**src/rtl/msa_pkg.sv**
```systemverilog
// Shared widths, status codes and controller/datapath interface types for the sample averager.
`timescale 1ns / 1ps

package msa_pkg;

   // Number of scanned channels (1 to 16)
   localparam int CHANNELS = 8;

   localparam int SAMPLE_W = 12;
   localparam int CHSEL_W  = 4;
   localparam int SUM_W    = 44;
   localparam int COUNT_W  = 32;
   localparam int STATUS_W = 2;

   // Index width into the per-channel arrays
   localparam int CH_W   = (CHANNELS > 1) ? $clog2(CHANNELS) : 1;
   // Divider step counter width; one quotient bit per divider step
   localparam int STEP_W = $clog2(SAMPLE_W);

   // Request command codes
   localparam logic CMD_SAMPLE = 1'b0;
   localparam logic CMD_READ   = 1'b1;

   // Response status codes
   localparam logic [STATUS_W-1:0] STATUS_OK    = 2'd0;
   localparam logic [STATUS_W-1:0] STATUS_EMPTY = 2'd1;
   localparam logic [STATUS_W-1:0] STATUS_BAD   = 2'd2;

   // Commands from controller to datapath
   typedef struct packed {
      logic acc_en;      // add the incoming sample to the scan channel
      logic capture_en;  // latch the channel of a read transaction
      logic load_en;     // fetch and clear the channel, prime the divider
      logic div_en;      // one restoring division step
      logic out_load;    // move the result into the response register
   } dp_cmd_type;

   // Status from datapath to controller
   typedef struct packed {
      logic bad_ch;
      logic empty;
   } dp_stat_type;

endpackage

```
**src/rtl/msa_dpath.sv**
```systemverilog
// Datapath: per-channel sums and counts, scan position, serial divider and response register.
`timescale 1ns / 1ps

module msa_dpath (
   input  logic                           clock,
   input  logic                           reset,
   input  msa_pkg::dp_cmd_type            cmd,
   output msa_pkg::dp_stat_type           stat,
   input  logic [msa_pkg::SAMPLE_W-1:0]   req_sample_value,
   input  logic [msa_pkg::CHSEL_W-1:0]    req_read_channel,
   output logic [msa_pkg::STATUS_W-1:0]   rsp_status,
   output logic [msa_pkg::SAMPLE_W-1:0]   rsp_average
);
   import msa_pkg::*;

   logic [SUM_W-1:0]    sum_ff   [CHANNELS];
   logic [COUNT_W-1:0]  count_ff [CHANNELS];
   logic [CH_W-1:0]     pos_ff, pos_in;
   logic [CHSEL_W-1:0]  rch_ff;

   logic [SUM_W-1:0]    rem_ff, dsor_ff;
   logic [SAMPLE_W-1:0] quo_ff;
   logic [STATUS_W-1:0] status_ff;
   logic [STATUS_W-1:0] rsp_status_ff;
   logic [SAMPLE_W-1:0] rsp_average_ff;

   logic [CH_W-1:0]     rd_idx;
   logic [SUM_W-1:0]    rd_sum;
   logic [COUNT_W-1:0]  rd_count;
   logic                bad, empty, cnt_full, fits;

   // Single read port: scan position for samples, latched channel for reads
   assign rd_idx   = cmd.acc_en ? pos_ff : rch_ff[CH_W-1:0];
   assign rd_sum   = sum_ff[rd_idx];
   assign rd_count = count_ff[rd_idx];

   assign bad      = {1'b0, rch_ff} >= (CHSEL_W+1)'(CHANNELS);
   assign empty    = (rd_count == '0);
   assign cnt_full = &rd_count;
   assign fits     = (rem_ff >= dsor_ff);

   assign stat.bad_ch = bad;
   assign stat.empty  = empty;

   // Scan position wraps after the last channel
   always_comb begin
      if (pos_ff == CH_W'(CHANNELS - 1)) begin
         pos_in = '0;
      end else begin
         pos_in = pos_ff + 1'b1;
      end
   end

   always_ff @(posedge clock) begin
      if (reset) begin
         pos_ff <= '0;
      end else if (cmd.acc_en) begin
         pos_ff <= pos_in;
      end
   end

   // Per-channel accumulators; a saturated count drops the sample
   always_ff @(posedge clock) begin
      if (reset) begin
         for (int i = 0; i < CHANNELS; i++) begin
            sum_ff[i]   <= '0;
            count_ff[i] <= '0;
         end
      end else if (cmd.acc_en) begin
         if (!cnt_full) begin
            sum_ff[rd_idx]   <= rd_sum + SUM_W'(req_sample_value);
            count_ff[rd_idx] <= rd_count + 1'b1;
         end
      end else if (cmd.load_en && !bad) begin
         sum_ff[rd_idx]   <= '0;
         count_ff[rd_idx] <= '0;
      end
   end

   // Read transaction channel
   always_ff @(posedge clock) begin
      if (cmd.capture_en) begin
         rch_ff <= req_read_channel;
      end
   end

   // Restoring divider: the mean is below 4096, so only SAMPLE_W quotient bits are formed
   always_ff @(posedge clock) begin
      if (cmd.load_en) begin
         rem_ff  <= rd_sum;
         dsor_ff <= SUM_W'({rd_count, {(SAMPLE_W-1){1'b0}}});
         quo_ff  <= '0;
         if (bad) begin
            status_ff <= STATUS_BAD;
         end else if (empty) begin
            status_ff <= STATUS_EMPTY;
         end else begin
            status_ff <= STATUS_OK;
         end
      end else if (cmd.div_en) begin
         if (fits) begin
            rem_ff <= rem_ff - dsor_ff;
         end
         quo_ff  <= {quo_ff[SAMPLE_W-2:0], fits};
         dsor_ff <= dsor_ff >> 1;
      end
   end

   // Response register
   always_ff @(posedge clock) begin
      if (cmd.out_load) begin
         rsp_status_ff  <= status_ff;
         rsp_average_ff <= (status_ff == STATUS_OK) ? quo_ff : '0;
      end
   end

   assign rsp_status  = rsp_status_ff;
   assign rsp_average = rsp_average_ff;

endmodule

```
**src/rtl/msa_ctrl.sv**
```systemverilog
// Controller: request handshake, read sequencing, divider step count and response valid.
`timescale 1ns / 1ps

module msa_ctrl (
   input  logic                  clock,
   input  logic                  reset,
   input  logic                  req_valid,
   input  logic                  req_cmd,
   output logic                  req_stall,
   output logic                  rsp_valid,
   input  logic                  rsp_stall,
   output msa_pkg::dp_cmd_type   cmd,
   input  msa_pkg::dp_stat_type  stat
);
   import msa_pkg::*;

   typedef enum logic [3:0] {
      ST_IDLE   = 4'b0001,
      ST_LOAD   = 4'b0010,
      ST_DIV    = 4'b0100,
      ST_FINISH = 4'b1000
   } state_type;

   state_type         state_ff, state_in;
   logic [STEP_W-1:0] step_ff, step_in;
   logic              rsp_valid_ff, rsp_valid_in;
   logic              idle, accept, out_free;

   assign idle      = (state_ff == ST_IDLE);
   assign req_stall = !idle;
   assign accept    = req_valid && idle;
   assign out_free  = !rsp_valid_ff || !rsp_stall;

   // Next state and datapath commands
   always_comb begin
      state_in = state_ff;
      step_in  = step_ff;
      cmd      = '0;
      case (state_ff)
         ST_IDLE: begin
            if (accept) begin
               if (req_cmd == CMD_READ) begin
                  cmd.capture_en = 1'b1;
                  state_in       = ST_LOAD;
               end else begin
                  cmd.acc_en = 1'b1;
               end
            end
         end
         ST_LOAD: begin
            cmd.load_en = 1'b1;
            step_in     = '0;
            if (stat.bad_ch || stat.empty) begin
               state_in = ST_FINISH;
            end else begin
               state_in = ST_DIV;
            end
         end
         ST_DIV: begin
            cmd.div_en = 1'b1;
            step_in    = step_ff + 1'b1;
            if (step_ff == STEP_W'(SAMPLE_W - 1)) begin
               state_in = ST_FINISH;
            end
         end
         ST_FINISH: begin
            if (out_free) begin
               cmd.out_load = 1'b1;
               state_in     = ST_IDLE;
            end
         end
         default: begin
            state_in = ST_IDLE;
         end
      endcase
   end

   // Response valid holds until taken
   assign rsp_valid_in = cmd.out_load || (rsp_valid_ff && rsp_stall);

   always_ff @(posedge clock) begin
      if (reset) begin
         state_ff     <= ST_IDLE;
         step_ff      <= '0;
         rsp_valid_ff <= 1'b0;
      end else begin
         state_ff     <= state_in;
         step_ff      <= step_in;
         rsp_valid_ff <= rsp_valid_in;
      end
   end

   assign rsp_valid = rsp_valid_ff;

endmodule

```
**src/rtl/multichannel_sample_averager.sv**
```systemverilog
// A sample transaction is absorbed in its accept cycle; the next may follow at once.
// A read transaction latches its channel at accept, then runs load, 12 restoring divider
// steps and output load; an empty or bad channel skips the divider steps.
// One sample per cycle outside reads; reads are bounded by the one-bit-per-cycle divider.
// Synchronous active-high reset clears all sums, counts, the scan position and rsp_valid.
`timescale 1ns / 1ps

module multichannel_sample_averager (
   input  logic                          clock,
   input  logic                          reset,
   input  logic                          req_valid,
   output logic                          req_stall,
   input  logic                          req_cmd,
   input  logic [msa_pkg::SAMPLE_W-1:0]  req_sample_value,
   input  logic [msa_pkg::CHSEL_W-1:0]   req_read_channel,
   output logic                          rsp_valid,
   input  logic                          rsp_stall,
   output logic [msa_pkg::STATUS_W-1:0]  rsp_status,
   output logic [msa_pkg::SAMPLE_W-1:0]  rsp_average
);
   import msa_pkg::*;

   dp_cmd_type  dp_cmd;
   dp_stat_type dp_stat;

   msa_ctrl u_ctrl (
      .clock     (clock),
      .reset     (reset),
      .req_valid (req_valid),
      .req_cmd   (req_cmd),
      .req_stall (req_stall),
      .rsp_valid (rsp_valid),
      .rsp_stall (rsp_stall),
      .cmd       (dp_cmd),
      .stat      (dp_stat)
   );

   msa_dpath u_dpath (
      .clock            (clock),
      .reset            (reset),
      .cmd              (dp_cmd),
      .stat             (dp_stat),
      .req_sample_value (req_sample_value),
      .req_read_channel (req_read_channel),
      .rsp_status       (rsp_status),
      .rsp_average      (rsp_average)
   );

   // A response never reports a status code outside the defined set
   assert property (@(posedge clock) disable iff (reset)
      rsp_valid |-> (rsp_status == STATUS_OK || rsp_status == STATUS_EMPTY ||
                     rsp_status == STATUS_BAD))
      else $error("undefined response status");

   // Non-ok responses carry a zero average
   assert property (@(posedge clock) disable iff (reset)
      (rsp_valid && rsp_status != STATUS_OK) |-> (rsp_average == '0))
      else $error("nonzero average on error status");

   // A new response only appears at the end of a read sequence
   assert property (@(posedge clock) disable iff (reset)
      $rose(rsp_valid) |-> $past(req_stall))
      else $error("response without a read in progress");

   // At most one of accumulate, load, divide and output load is commanded at a time
   assert property (@(posedge clock) disable iff (reset)
      $onehot0({dp_cmd.acc_en, dp_cmd.load_en, dp_cmd.div_en, dp_cmd.out_load}))
      else $error("conflicting datapath commands");

endmodule

```
**config.mk**
```make
export PLATFORM = sky130hd
export DESIGN_NAME = multichannel_sample_averager
export DESIGN_NICKNAME = d
export VERILOG_FILES = /design/src/rtl/msa_pkg.sv /design/src/rtl/msa_dpath.sv /design/src/rtl/msa_ctrl.sv /design/src/rtl/multichannel_sample_averager.sv
export SDC_FILE = /design/constraint.sdc
export NUM_CORES = 1
export LEC_CHECK = 0
export BUFFER_PORTS_ARGS = -buffer_cell sky130_fd_sc_hd__buf_4
export CAP_MARGIN = 20
export CORE_MARGIN = 10
export CORE_UTILIZATION = 30
export CTS_CLUSTER_DIAMETER = 30
export DETAILED_ROUTE_END_ITERATION = 8
export PLACE_DENSITY_LB_ADDON = 0.12
export RECOVER_POWER = 100
export SETUP_SLACK_MARGIN = 0.3
export SYNTH_ARGS = -nofsm -noshare
export SYNTH_HDL_FRONTEND = slang
export SYNTH_SLANG_ARGS = --single-unit
```
**constraint.sdc**
```tcl
create_clock -name clock -period 7.6 [get_ports clock]
set_input_delay 0.76 -clock clock [delete_from_list [all_inputs] [get_ports clock]]
set_output_delay 0.76 -clock clock [all_outputs]
set_load 0.02 [all_outputs]
```
==> results.md <==
- TNS Setup: 0 ns
- Prevailing post-synth register cell: edfxtp_1
- Die area: approximately 0.13 mm2
- CP Launch Point: u_ctrl.state_ff[3]
- Syn nets: 3341
- RR Endpoint: u_dpath.count_ff[5][14]
- Most used cell, CP: clkbuf_1
- Nets: 3532
- Fmax achieved: 136 MHz
- Synth top area share: 0.585
- Synth Area per Inst: 11.1 um2
- Vias in the first global route: around 30000
- CP endpoint kind: flop
- Leakage: between 15 and 20 nW
- Vias/cell: 5.60
- Multi-input logic area: 0.0131 mm2
- Drt total wl: 150000 um
- Worst path top cell family by delay: buffers and inverters
- Warnings, synthesis: 0
- Max clock buf depth: 3
- Worst r2r path cells: 17
- Core Rows: between 100 and 150
- Share of layout cells above drive strength 1: 0.146
- Pin count of the biggest net entering global routing: 60
- Syn Inst Count: 3256
- Crit path capture: u_dpath.count_ff[5][14]
- Final number of max-transition violations: roughly 200
- Slew HR: -0.818
- Routed wire per std cell: 28.7 um
- Vias: 29300
- Period Utilization, post-route: 0.968
- Routed Antenna Nets: 0
- Top post-synthesis cells by area: edfxtp_1 (58%), nor2_1 (7.1%), o22ai_1 (2.4%)
- CTS Buf Count: approximately 190
- First-pass GRT wire length: about 210000 um
- CP Buf/Inv Count: 7
- Fin util: 0.380
- Clk slew on worst S/H paths: 0.05 ns
- Worst-path cell chain: nor4b_4 -> inv_1 -> buf_4 -> o21ai_0 -> buf_4 -> nand2_1 -> clkbuf_1 -> clkbuf_1 -> a222oi_1 -> a21oi_1 -> nor4bb_1 -> nand2_1 -> o31a_1 -> buf_12 -> o21ai_4 -> clkbuf_1 -> nor2_1
- Initial Utilization: 0.302
- Antenna violations before repair: 7
- Chip width: about 370 um
- Placed cells: 4861
- FILL cells: 11800
- Final Instance Count excl. Fillers: 5225
- Core area: 0.120 mm2
- Clk_skew: 0.0400 ns
- H-tree levels: 4
- DR iter-0 viols: slightly above 3000
- First drt pass iteration count: 6
- Async set or reset register ratio after synthesis: 0
- CP Max Fanout: 19
- Port Buffers: 36
- CTS root buffer: clkbuf_16
- CTS tree: built
- HPWL after DPL: 95200 um
- Clock insertion delay at the later pin of the skew report: approximately 0.79 ns
- FF-to-FF Start: u_ctrl.state_ff[3]
- Routability congestion estimate: 0.868
- Req. time, crit path: 8.07 ns
- Fin crit period: 7.36 ns
- Seq/Total Area, Yosys: 0.604
- Outcome: finished with violations
- Final worst slack: 0.243 ns
- Top Ports: 37
- Final Hold Fails: 0
- CP max stage cell: clkbuf_1
- Worst slew pin tran: 2.73 ns
- Netlist cell types: 90
- Startpoint types: flop
- Hold Crit Class: input port to flop
- Synth area leader: edfxtp_1
- # DRC: 0
- FF+latch area: between 0.02 and 0.025 mm2
- Total power density per cell area: 390 mW/mm2
- Peak supply drop: 0.214 mV
- Grt ovf: 0
- Largest stage delay on the critical path: 0.94 ns
- Max Cap Viol: 7
- Post-Syn Area: ~0.036 mm2
- Worst path depth: 17
- Post-place setup slack: 0.433 ns
- Crit path kind: flop to flop
- Number of synthesized flops with an enable pin: 704
- Total global-route track usage: 0.215
- Layout area overhead: 25.9%
- Failing checks: max-capacitance violations, max-slew violations
- Die outline height: 367 um
- Crit path DAT: 7.83 ns
- R2r setup slk: 0.24 ns
- Setup repair after global routing missed its margin: no
- Clock sink count: 739
- Number of synthesized register bits: 739
- Setup-failing EPs final: 0
cell type report:
cell class / instances / area share
Clock buffer: 221 / 0.108
Inverter: 106 / 0.00875
Sequential cell: 739 / 0.480
Timing Repair Buffer: 218 / 0.0367
Multi-Input combinational cell: 2191 / 0.288
Clock inverter: 136 / 0.0336
Tap cell: 1612 / 0.0443
Antenna cell: 2 / 0.000110
how the worst min path moves through the flow:
stage,slack (ns),cells past startpoint,startpoint,end
2_1_floorplan,0.43,0,u_dpath.status_ff[1],u_dpath.rsp_status[1]
3_3_place_gp,0.45,0,u_dpath.status_ff[0],u_dpath.rsp_status[0]
3_5_place_dp,0.46,0,u_dpath.status_ff[0],u_dpath.rsp_status[0]
4_1_cts,0.13,1,req_read_channel[1],u_dpath.rch_ff[1]
5_1_grt,0.18,1,req_read_channel[1],u_dpath.rch_ff[1]
6_report,0.20,1,req_read_channel[1],u_dpath.rch_ff[1]
layer usage:
| metal | GRT usage | vias to the layer above | share of wire |
|---|---|---|---|
| li1 | - | 12700 | - |
| met1 | 0.281 | 14900 | 0.42 |
| met2 | 0.352 | 1394 | 0.47 |
| met3 | 0.0452 | 295 | 0.079 |
| met4 | 0.0746 | 2 | 0.031 |
| met5 | 0 | - | 0.000087 |
layout by cell type, fill, tap and decap left out, types with 38 or more instances in the layout:
cell / synthesis / routed
clkinv_1: 0 / 45
nand3_1: 71 / 69
clkbuf_1: 89 / 80
inv_1: 105 / 106
o22ai_1: 141 / 141
mux2i_1: 50 / 50
nor2_1: 688 / 683
ha_1: 62 / 62
a21oi_1: 143 / 142
buf_4: 11 / 126
o21ai_0: 112 / 113
xnor2_1: 45 / 45
clkbuf_16: 0 / 193
and3_1: 38 / 38
nor3_1: 69 / 68
nand2_1: 157 / 150
edfxtp_1: 704 / 704
synth_stat cells, drive strengths merged, types with 36 or more instances:
| cell type | count |
|---|---|
| clkbuf | 89 |
| nor3 | 72 |
| buf | 131 |
| nor2 | 690 |
| a31oi | 37 |
| edfxtp | 704 |
| nand3 | 71 |
| o21ai | 131 |
| mux2i | 50 |
| nand2 | 157 |
| and3 | 38 |
| inv | 106 |
| xor2 | 36 |
| a21oi | 143 |
| xnor2 | 45 |
| ha | 62 |
| o22ai | 141 |
cell families after synthesis:
group | Yosys count | synth area share
adder cells (fa/ha/maj) | 64 | 0.0226
buffers and inverters | 326 | 0.0385
AND/OR/NAND/NOR | 1234 | 0.157
AO/OA/AOI/OAI | 744 | 0.139
XOR/XNOR | 81 | 0.0200
flip-flops | 739 | 0.604
multiplexers | 68 | 0.0195
worst register-to-register path, delay by kind of cell (launching register included):
kind | cells | cell delay, ns
buffers and inverters | 7 | 3.67
AOI/OAI and AO/OA | 5 | 1.76
and+or+nand+nor | 5 | 1.18
DFF | 1 | 0.44
per-stage QoR:
step	hold slack [ns]	instance area [um2]	total power, W
floorplan	0.427	36100	0.00768
global placement	0.454	39300	0.00969
detailed placement	0.456	39300	0.00972
CTS	0.133	45800	0.0178
global route	0.180	45500	0.0184
finish	0.203	45500	0.0177
registers in the layout, summed over array words and instances (netlist names), 3 cells and up:
register             cells
u_ctrl.state_ff          4
u_ctrl.step_ff           4
u_dpath.count_ff       256
u_dpath.dsor_ff         43
u_dpath.pos_ff           3
u_dpath.quo_ff          12
u_dpath.rch_ff           4
u_dpath.rem_ff          44
u_dpath.rsp_average     12
u_dpath.sum_ff         352
power breakdown:
group / leakage, nW / switching, W / internal, W / total, W
Clock: 3.13 / 0.00252 / 0.00551 / 0.00804
Sequential: 7.44 / 0.000108 / 0.00485 / 0.00495
Combinational: 6.06 / 0.00347 / 0.00127 / 0.00474
timing repair:
item | in CTS | in global routing
hold buffers | 0 | 0
endpoints found under the setup margin | 0 | 60
setup buffers | 0 | 4
hold endpoints to repair | 0 | 0
resized for setup | 0 | 3
No activity file was read; power rests on OpenSTA's default activity.
